File: config.mk
export PLATFORM = sky130hd
export DESIGN_NAME = dle_stx_frame_receiver_top
export DESIGN_NICKNAME = d
export VERILOG_FILES = /design/src/design/dsfr_pkg.sv /design/src/design/dsfr_parser.sv /design/src/design/dle_stx_frame_receiver_top.sv
export SDC_FILE = /design/constraint.sdc
export NUM_CORES = 1
export LEC_CHECK = 0
export ABC_AREA = 1
export BUFFER_PORTS_ARGS = -buffer_cell sky130_fd_sc_hd__buf_2
export CAP_MARGIN = 20
export CORE_MARGIN = 3
export CORE_UTILIZATION = 37
export DETAILED_ROUTE_END_ITERATION = 10
export PLACE_DENSITY = 0.56
export SYNTH_ARGS = -nofsm -noshare
export SYNTH_HDL_FRONTEND = slang
export SYNTH_SLANG_ARGS = --single-unit
File: constraint.sdc
create_clock -name clk -period 2.5 [get_ports clk]
set_clock_uncertainty 0.1 [all_clocks]
set_input_delay 0.375 -clock clk [delete_from_list [all_inputs] [get_ports clk]]
set_output_delay 0.375 -clock clk [all_outputs]
set_load 0.03 [all_outputs]
File: src/design/dsfr_pkg.sv
// ----------------------------------------------------------------------------
// dsfr_pkg
// Shared types and constants for the DLE/STX/ETX frame receiver.
// ----------------------------------------------------------------------------
package dsfr_pkg;

  // framing bytes
  localparam logic [7:0] DLE_BYTE        = 8'h10;
  localparam logic [7:0] STX_BYTE        = 8'h02;
  localparam logic [7:0] ETX_BYTE        = 8'h03;
  localparam logic [7:0] LENGTH_AT_RESET = 8'd44;

  // result kinds
  localparam logic KIND_PAYLOAD = 1'b0;
  localparam logic KIND_STATUS  = 1'b1;

  // frame status codes
  typedef enum logic [2:0] {
    ST_GOOD     = 3'd0,
    ST_BAD_STX  = 3'd1,
    ST_BAD_LEN  = 3'd2,
    ST_BAD_CHK  = 3'd3,
    ST_BAD_EDLE = 3'd4,
    ST_BAD_ETX  = 3'd5
  } status_t;

  // parser phases, one-hot
  typedef enum logic [6:0] {
    PH_HUNT = 7'b0000001,
    PH_STX  = 7'b0000010,
    PH_LEN  = 7'b0000100,
    PH_DATA = 7'b0001000,
    PH_CHK  = 7'b0010000,
    PH_EDLE = 7'b0100000,
    PH_ETX  = 7'b1000000
  } phase_t;

  // one result word from the parser
  typedef struct packed {
    logic       valid;
    logic       kind;
    logic [7:0] data;
    logic [7:0] index;
    status_t    status;
  } result_t;

endpackage

File: src/design/dsfr_parser.sv
// ----------------------------------------------------------------------------
// dsfr_parser
// Frame state machine: consumes one byte per step, keeps phase, remaining
// count, payload position and running XOR, and forms the result word.
// ----------------------------------------------------------------------------
module dsfr_parser (
  input  logic                 clk,
  input  logic                 rst,
  input  logic                 step,
  input  logic [7:0]           rx_byte,
  input  logic [7:0]           expected_length,
  output dsfr_pkg::result_t    result
);

  dsfr_pkg::phase_t phase, phase_next;
  logic [7:0] bytes_left, bytes_left_next;
  logic [7:0] position, position_next;
  logic [7:0] running_xor, running_xor_next;
  logic [7:0] left_dec;

  assign left_dec = bytes_left - 8'd1;

  // next state and result for the current byte
  always_comb begin
    phase_next       = phase;
    bytes_left_next  = bytes_left;
    position_next    = position;
    running_xor_next = running_xor;
    result           = '0;
    result.status    = dsfr_pkg::ST_GOOD;
    unique case (phase)
      dsfr_pkg::PH_STX: begin
        if (rx_byte == dsfr_pkg::STX_BYTE) begin
          phase_next = dsfr_pkg::PH_LEN;
        end else begin
          result.valid  = 1'b1;
          result.kind   = dsfr_pkg::KIND_STATUS;
          result.status = dsfr_pkg::ST_BAD_STX;
          phase_next    = dsfr_pkg::PH_HUNT;
        end
      end
      dsfr_pkg::PH_LEN: begin
        if (rx_byte != expected_length) begin
          result.valid  = 1'b1;
          result.kind   = dsfr_pkg::KIND_STATUS;
          result.status = dsfr_pkg::ST_BAD_LEN;
          phase_next    = dsfr_pkg::PH_HUNT;
        end else begin
          bytes_left_next  = rx_byte;
          position_next    = '0;
          running_xor_next = '0;
          phase_next = (rx_byte == 8'd0) ? dsfr_pkg::PH_CHK : dsfr_pkg::PH_DATA;
        end
      end
      dsfr_pkg::PH_DATA: begin
        result.valid     = 1'b1;
        result.kind      = dsfr_pkg::KIND_PAYLOAD;
        result.data      = rx_byte;
        result.index     = position;
        running_xor_next = running_xor ^ rx_byte;
        position_next    = position + 8'd1;
        bytes_left_next  = left_dec;
        if (left_dec == 8'd0) begin
          phase_next = dsfr_pkg::PH_CHK;
        end
      end
      dsfr_pkg::PH_CHK: begin
        if (rx_byte == running_xor) begin
          phase_next = dsfr_pkg::PH_EDLE;
        end else begin
          result.valid  = 1'b1;
          result.kind   = dsfr_pkg::KIND_STATUS;
          result.status = dsfr_pkg::ST_BAD_CHK;
          phase_next    = dsfr_pkg::PH_HUNT;
        end
      end
      dsfr_pkg::PH_EDLE: begin
        if (rx_byte == dsfr_pkg::DLE_BYTE) begin
          phase_next = dsfr_pkg::PH_ETX;
        end else begin
          result.valid  = 1'b1;
          result.kind   = dsfr_pkg::KIND_STATUS;
          result.status = dsfr_pkg::ST_BAD_EDLE;
          phase_next    = dsfr_pkg::PH_HUNT;
        end
      end
      dsfr_pkg::PH_ETX: begin
        result.valid  = 1'b1;
        result.kind   = dsfr_pkg::KIND_STATUS;
        result.status = (rx_byte == dsfr_pkg::ETX_BYTE) ? dsfr_pkg::ST_GOOD
                                                         : dsfr_pkg::ST_BAD_ETX;
        phase_next    = dsfr_pkg::PH_HUNT;
      end
      default: begin
        // hunting: only an opening DLE moves on
        phase_next = (rx_byte == dsfr_pkg::DLE_BYTE) ? dsfr_pkg::PH_STX
                                                      : dsfr_pkg::PH_HUNT;
      end
    endcase
  end

  // state registers advance only on a processed byte
  always_ff @(posedge clk) begin
    if (rst) begin
      phase       <= dsfr_pkg::PH_HUNT;
      bytes_left  <= '0;
      position    <= '0;
      running_xor <= '0;
    end else if (step) begin
      phase       <= phase_next;
      bytes_left  <= bytes_left_next;
      position    <= position_next;
      running_xor <= running_xor_next;
    end
  end

endmodule

File: src/design/dle_stx_frame_receiver_top.sv
// ----------------------------------------------------------------------------
// dle_stx_frame_receiver_top
// Receives a byte stream, recognizes DLE STX LEN payload CHK DLE ETX frames,
// passes out payload bytes with their index and one status per frame.
// ----------------------------------------------------------------------------
//  channel  | handshake                    | payload
//  ---------+------------------------------+----------------------------------
//  rx       | rx_valid / rx_ready          | rx_byte
//  result   | result_valid / result_ready  | result_kind, payload_byte,
//           |                              | byte_index, frame_status
//  cfg      | cfg_write_en (no wait)       | cfg_write_data (expected_length)
//
// One byte per cycle sustained while result_ready is held high. A byte is
// held in the input register, then the parser step writes the output register.
// rst is synchronous: parser hunts for DLE, both registers empty, length 44.
// A stalled result holds the output register; the input register holds its
// byte behind it, and rx_ready drops only when both are full.
// ----------------------------------------------------------------------------
module dle_stx_frame_receiver_top (
  input  logic       clk,
  input  logic       rst,
  input  logic       cfg_write_en,
  input  logic [7:0] cfg_write_data,
  input  logic       rx_valid,
  output logic       rx_ready,
  input  logic [7:0] rx_byte,
  output logic       result_valid,
  input  logic       result_ready,
  output logic       result_kind,
  output logic [7:0] payload_byte,
  output logic [7:0] byte_index,
  output logic [2:0] frame_status
);

  logic [7:0]        expected_length;
  logic              in_valid;
  logic [7:0]        in_byte;
  logic              out_free;
  logic              step;
  dsfr_pkg::result_t result;

  // configuration register
  always_ff @(posedge clk) begin
    if (rst) begin
      expected_length <= dsfr_pkg::LENGTH_AT_RESET;
    end else if (cfg_write_en) begin
      expected_length <= cfg_write_data;
    end
  end

  // pipeline control
  assign out_free = !result_valid || result_ready;
  assign step     = in_valid && out_free;
  assign rx_ready = !in_valid || out_free;

  // input register
  always_ff @(posedge clk) begin
    if (rst) begin
      in_valid <= 1'b0;
    end else if (rx_ready) begin
      in_valid <= rx_valid;
    end
  end

  always_ff @(posedge clk) begin
    if (rx_ready && rx_valid) begin
      in_byte <= rx_byte;
    end
  end

  dsfr_parser u_parser (
    .clk             (clk),
    .rst             (rst),
    .step            (step),
    .rx_byte         (in_byte),
    .expected_length (expected_length),
    .result          (result)
  );

  // output register
  always_ff @(posedge clk) begin
    if (rst) begin
      result_valid <= 1'b0;
    end else if (out_free) begin
      result_valid <= step && result.valid;
    end
  end

  always_ff @(posedge clk) begin
    if (step && result.valid) begin
      result_kind  <= result.kind;
      payload_byte <= result.data;
      byte_index   <= result.index;
      frame_status <= result.status;
    end
  end

  // checks
  a_status_fields: assert property (@(posedge clk) disable iff (rst)
    (result_valid && result_kind == dsfr_pkg::KIND_STATUS) |->
      (payload_byte == 8'd0 && byte_index == 8'd0 && frame_status <= 3'd5))
    else $error("status result carries payload fields");

  a_payload_fields: assert property (@(posedge clk) disable iff (rst)
    (result_valid && result_kind == dsfr_pkg::KIND_PAYLOAD) |->
      (frame_status == 3'd0))
    else $error("payload result carries a status code");

  a_stall_holds_input: assert property (@(posedge clk) disable iff (rst)
    (in_valid && result_valid && !result_ready) |=>
      (in_valid && $stable(in_byte)))
    else $error("input byte lost under output stall");

endmodule
==> flow_summary.ini, run 1 <==
[run_status]
outcome = finished, final reports clean

[detailed_routing]
vias = 2805
wirelength_mm = 7.70
firstDrtPassIters = 4
drt_iter0_drc = 142
via_per_inst = 4.82
detail-route-antenna-nets = 0
drc = 0
wire_per_inst_um = 13.2

[cts]
clock-sinks = 69
post-cts-setup-buffers = 0
tritoncts = built
numCtsBuffers = 9
clk_pin_slew_ps = 70
htreeDepth = 3
clk_path_buf_depth = 2
insertion_delay_ps = 350
cts_root_buffer = clkbuf_8

[timing]
clock.fmax_mhz = 441
relSlewSlack_pct = 46.5
drv_slew = 0
rsz0062_at_grt = false
fin_crit_sh_pct = 90.6
hold_violations = 0
max_slew.worst_pin.slew_ps = 802
finalSetupViolCount = 0
fin_tns_setup_ps = 0
period_minus_slack_ps = 2270

[global_routing]
grt_pass1_wl_mm = 12.9
antenna_found_initial = 0
grt_overflow = 0
first_global_vias = 2621
grt_start_max_net_pins = 26
track_usage_pct = 15.9

[power_and_ir_drop]
power_leakage_uw = 0.00158
pwr-share-comb_pct = 6.8
switching_share_pct = 22.5
ir_drop_v = 0.000295
p_seq_share_pct = 50.1
p_clk_share_pct = 43.2
cellInternalPower_uw = 1910
cellPowerDensity_nw_per_um2 = 619
power_switching_uw = 555

[setup_path]
critPathCaptureType = register
path_common_cell = nand2_1
critPathArrivalTime_ps = 2250
cp.required_ps = 2480
critPathBufInv = 1
crit_path_max_fanout = 20
crit_type = reg2reg
setup.worst_path.start_class = register
path_cells = xnor2_1 -> nand2_1 -> nor2_1 -> nand2_1 -> nand2_1 -> nand3_1 -> nand2_1 -> nand2_1 -> buf_4
crit_family = simple AND/OR/NAND/NOR gates
crit_slowest_cell = edfxtp_1
worst_path_largest_cell_delay_ps = 560

[placed_design]
hpwl_mm = 5.48
place_inst = 566
gp_congestion = 0.837
io_buffer_count = 42

[floorplan]
row_count = 34
initial_utilization_pct = 39.2
die-width_um = 103
die_y_um = 103
dieArea_um2 = 10700
core_area_um2 = 8930
pin_count = 43

[job]
drv_cap = 0

[cells_and_area]
nets = 493
fin_cells = 582
n_antenna_cell = 0
layout-drive-gt1-share_pct = 18.6
multi_input_area_um2 = 1550
fillCellCount = 906
regArea_um2 = 1660
syn2layout_area_growth_pct = 13.6

[logic_synthesis]
ys_types = 37
synth_area_leaders = edfxtp_1 24%, dfxtp_1 23%, nand2_1 9.5%
yosysSeqAreaShare_pct = 47.5
syn-cell-area_um2 = 3500
synthCells = 428
synth_top_area_share_pct = 24.0
yosysTopAreaCell = edfxtp_1
syn-num-nets = 452
synth_area_per_cell_um2 = 8.18
ys_warn_count = 0
synth_seq_cells = 69

[worst_hold_path]
worstHoldPathType = in2reg
per-stage QoR:
stage | instance area, um^2 | worst slack (ps) | power [uW] | hold slack [ps] | util (%)
finish | 3980 | 234 | 2460 | 96.4 | 44.5
global route | 3980 | 25.7 | 2570 | 74.2 | 44.5
CTS | 3970 | 196 | 2490 | 79.3 | 44.5
detailed placement | 3740 | 221 | 1420 | 364 | 41.8
global placement | 3740 | 230 | 1420 | 361 | 41.8
floorplan | 3500 | 438 | 1380 | 342 | -
Yosys cell counts, drive strengths merged:
| cell type | number |
|---|---|
| nand2 | 95 |
| nor2 | 82 |
| dfxtp | 41 |
| inv | 40 |
| nand3 | 30 |
| edfxtp | 28 |
| a21oi | 27 |
| o21ai | 23 |
| xnor2 | 15 |
| buf | 13 |
| or2 | 8 |
| nand4 | 7 |
| xor2 | 4 |
| ha | 3 |
| nand3b | 3 |
| clkbuf | 2 |
| clkinv | 2 |
| nor3 | 2 |
| a31oi | 1 |
| o21a | 1 |
| o311ai | 1 |
cells in the final DEF, fill, tap and decap left out, types with 2 or more instances in the layout:
master     count
dfxtp_1       41
or2_0          7
nor3_1         2
buf_2         42
nand2_2        5
bufinv_16      2
nand4_1        5
nand3_1       29
inv_1         37
clkinv_1       3
o21ai_0       21
inv_4          2
xor2_1         4
nand3b_1       3
a21oi_1       22
buf_4          3
nor2_4         5
o21ai_1        2
edfxtp_1      28
clkbuf_8      10
ha_1           3
xnor2_1       14
nor2_1        72
a21oi_2        5
nor2_2         5
nand2_1       89
worst register-to-register path, stage by stage (launching register included):
cell and delay (ps):
edfxtp_1 560, xnor2_1 270, nand2_1 70, nor2_1 200, nand2_1 70, nand2_1 140, nand3_1 170, nand2_1 130
nand2_1 50, buf_4 230
registers in the layout, summed over array words and instances (netlist names):
register,flops
u_parser.running_xor,8
payload_byte,8
u_parser.position,8
result_valid,1
byte_index,8
in_valid,1
u_parser.phase,7
expected_length,8
u_parser.bytes_left,8
result_kind,1
frame_status,3
in_byte,8
power groups by stage:
stage	Combinational (uW)	Sequential, uW	Clock (uW)
6_report	167	1230	1060
5_1_grt	189	1240	1150
4_1_cts	168	1230	1090
3_5_place_dp	167	1260	0
3_3_place_gp	167	1260	0
2_1_floorplan	133	1240	0
layer usage:
metal	up-vias	track usage, %	wire length, um	share of wire [%]
li1	1459	-	-	-
met1	1258	21.0	3670	48
met2	75	25.0	3470	45
met3	13	3.82	392	5.1
met4	0	6.37	176	2.3
met5	-	0	0	0
final timing paths:
check / startpoint / end / slack [ps] / cells after the start
setup / recovery: in_byte[1] / byte_index[2] / 230 / 9
hold reg to reg: u_parser.position[5] / u_parser.position[5] / 370 / 2
hold / removal: rx_byte[0] / in_byte[0] / 100 / 1
setup reg to reg: in_byte[1] / byte_index[2] / 230 / 9
cell type report:
type | count | share of cell area (%)
clock buffer | 12 | 4.19
multi-input combinational | 302 | 39.0
sequential | 69 | 41.8
clock inverter | 4 | 1.73
timing repair buffer | 45 | 5.85
tap | 108 | 3.40
inverter | 42 | 4.09
cells by family after synthesis:
group / count (synthesis) / synth area share (%)
buffers and inverters: 57 / 8.36
AO/OA/AOI/OAI: 53 / 8.33
XOR/XNOR: 19 / 4.97
flip-flops: 69 / 47.5
adder cells (fa/ha/maj): 3 / 1.07
AND/OR/NAND/NOR: 227 / 29.8
timing repair:
| action | CTS | global route |
|---|---|---|
| resized for setup | 0 | 1 |
| hold endpoints to repair | 0 | 0 |
| hold buffers | 0 | 0 |
| endpoints found under the setup margin | 0 | 20 |
(Power assumes the default switching activity.)
==> inputs of run 2 (changes only) <==
--- a/config.mk
+++ b/config.mk
@@ -9,9 +9,9 @@
 export BUFFER_PORTS_ARGS = -buffer_cell sky130_fd_sc_hd__buf_2
 export CAP_MARGIN = 20
 export CORE_MARGIN = 3
-export CORE_UTILIZATION = 37
+export CORE_UTILIZATION = 41
 export DETAILED_ROUTE_END_ITERATION = 10
-export PLACE_DENSITY = 0.56
+export PLACE_DENSITY = 0.61
 export SYNTH_ARGS = -nofsm -noshare
 export SYNTH_HDL_FRONTEND = slang
 export SYNTH_SLANG_ARGS = --single-unit
==> run 2 against run 1 <==
Effect of this change:
- count of clock-buffer cells in the layout fell by 2
- first-iteration DRC count up 5.6%
- worst setup slack lost 6.2 ps
- sequential power barely moved
==> flow_summary.ini, run 2 (synthesized netlist as in run 1, its figures left out) <==
[detailed_routing]
drt_iter0_drc = 150
firstDrtPassIters = 4
wire_per_inst_um = 13.3
drc = 0
vias = 2864
detail-route-antenna-nets = 0
via_per_inst = 4.95
wirelength_mm = 7.67

[setup_path]
path_cells = nor2_1 -> nand3_1 -> o21a_1 -> nor2_1 -> nand3_1 -> nand2_1 -> nand2_1 -> buf_4
worst_path_largest_cell_delay_ps = 540
crit_type = reg2reg
crit_path_max_fanout = 20
cp.required_ps = 2480
critPathBufInv = 1
critPathArrivalTime_ps = 2250
crit_family = simple AND/OR/NAND/NOR gates
critPathCaptureType = register
crit_slowest_cell = edfxtp_1
setup.worst_path.start_class = register

[floorplan]
initial_utilization_pct = 42.4
row_count = 33
pin_count = 43
dieArea_um2 = 9680
core_area_um2 = 8260
die_y_um = 98.4
die-width_um = 98.4

[timing]
hold_violations = 0
relSlewSlack_pct = 50.6
finalSetupViolCount = 0
clock.fmax_mhz = 440
drv_slew = 0
max_slew.worst_pin.slew_ps = 740
fin_tns_setup_ps = 0
fin_ws_ps = 228
period_minus_slack_ps = 2270
fin_crit_sh_pct = 90.9
rsz0062_at_grt = false
hold_slack_ps = 103

[global_routing]
grt_pass1_wl_mm = 12.9
grt_overflow = 0
antenna_found_initial = 0
first_global_vias = 2734
track_usage_pct = 16.5
grt_start_max_net_pins = 26

[power_and_ir_drop]
pwr-share-comb_pct = 6.9
switching_share_pct = 23.0
power_leakage_uw = 0.00157
p_clk_share_pct = 41.7
cellPowerDensity_nw_per_um2 = 607
p_seq_share_pct = 51.3
cellInternalPower_uw = 1850
ir_drop_v = 0.000297
power_switching_uw = 553

[cts]
post_cts_resized = 0
insertion_delay_ps = 340
clk_path_buf_depth = 2
numCtsBuffers = 9
htreeDepth = 3
tritoncts = built
clock-sinks = 69
cts_root_buffer = clkbuf_8
clk_pin_slew_ps = 70
post-cts-setup-buffers = 0
ctsHoldBuffers = 0

[cells_and_area]
layout_common_cells = 89 x nand2_1, 73 x nor2_1, 42 x buf_2
final_common_cell = nand2_1
syn2layout_area_growth_pct = 13.1
final_core_util_pct = 47.9
layout-drive-gt1-share_pct = 18.8
n_antenna_cell = 0
fin_cells = 579
nets = 493

[placed_design]
pre_cts_ws_ps = 274
place_inst = 563
io_buffer_count = 42
hpwl_mm = 5.58
gp_congestion = 0.861

[worst_hold_path]
worstHoldPathType = in2reg

[run_status]
outcome = finished, final reports clean

[job]
drv_cap = 0
## run 2: area by class of cell
| class | instances | area, um^2 |
|---|---|---|
| Clock inverter | 6 | 86.3 |
| Sequential cell | 69 | 1660 |
| Clock buffer | 10 | 138 |
| Tap cell | 105 | 131 |
| Fill cell | 835 | 4300 |
| Multi-Input combinational cell | 302 | 1550 |
| Inverter | 42 | 163 |
| Timing Repair Buffer | 45 | 233 |
## run 2: power by group through the flow
stage / sequential [uW] / combinational, uW / clock [uW]
floorplan: 1240 / 133 / 0
global placement: 1260 / 165 / 0
detailed placement: 1260 / 167 / 0
CTS: 1230 / 168 / 1030
global route: 1240 / 190 / 1070
finish: 1230 / 167 / 1000
## run 2: metrics by stage
stage | area, um^2 | power (uW)
after floorplan | 3500 | 1380
after global placement | 3730 | 1420
after detailed placement | 3730 | 1430
after CTS | 3960 | 2430
after global routing | 3960 | 2500
final | 3960 | 2400
## run 2: layer usage
metal  share of wire [%]  GRT usage [%]
met3                 5.1           2.71
met2                  47           26.7
met4                 2.0           7.88
met1                  45           21.6
met5                   0              0
## run 2: worst paths after layout
kind	cells after the start	slack [ps]	start	endpoint
worst max-delay path	8	230	in_byte[3]	byte_index[1]
worst min-delay path	1	100	rx_byte[3]	in_byte[3]
worst max register to register	8	230	in_byte[3]	byte_index[1]
worst min register to register	2	380	u_parser.running_xor[6]	u_parser.running_xor[6]
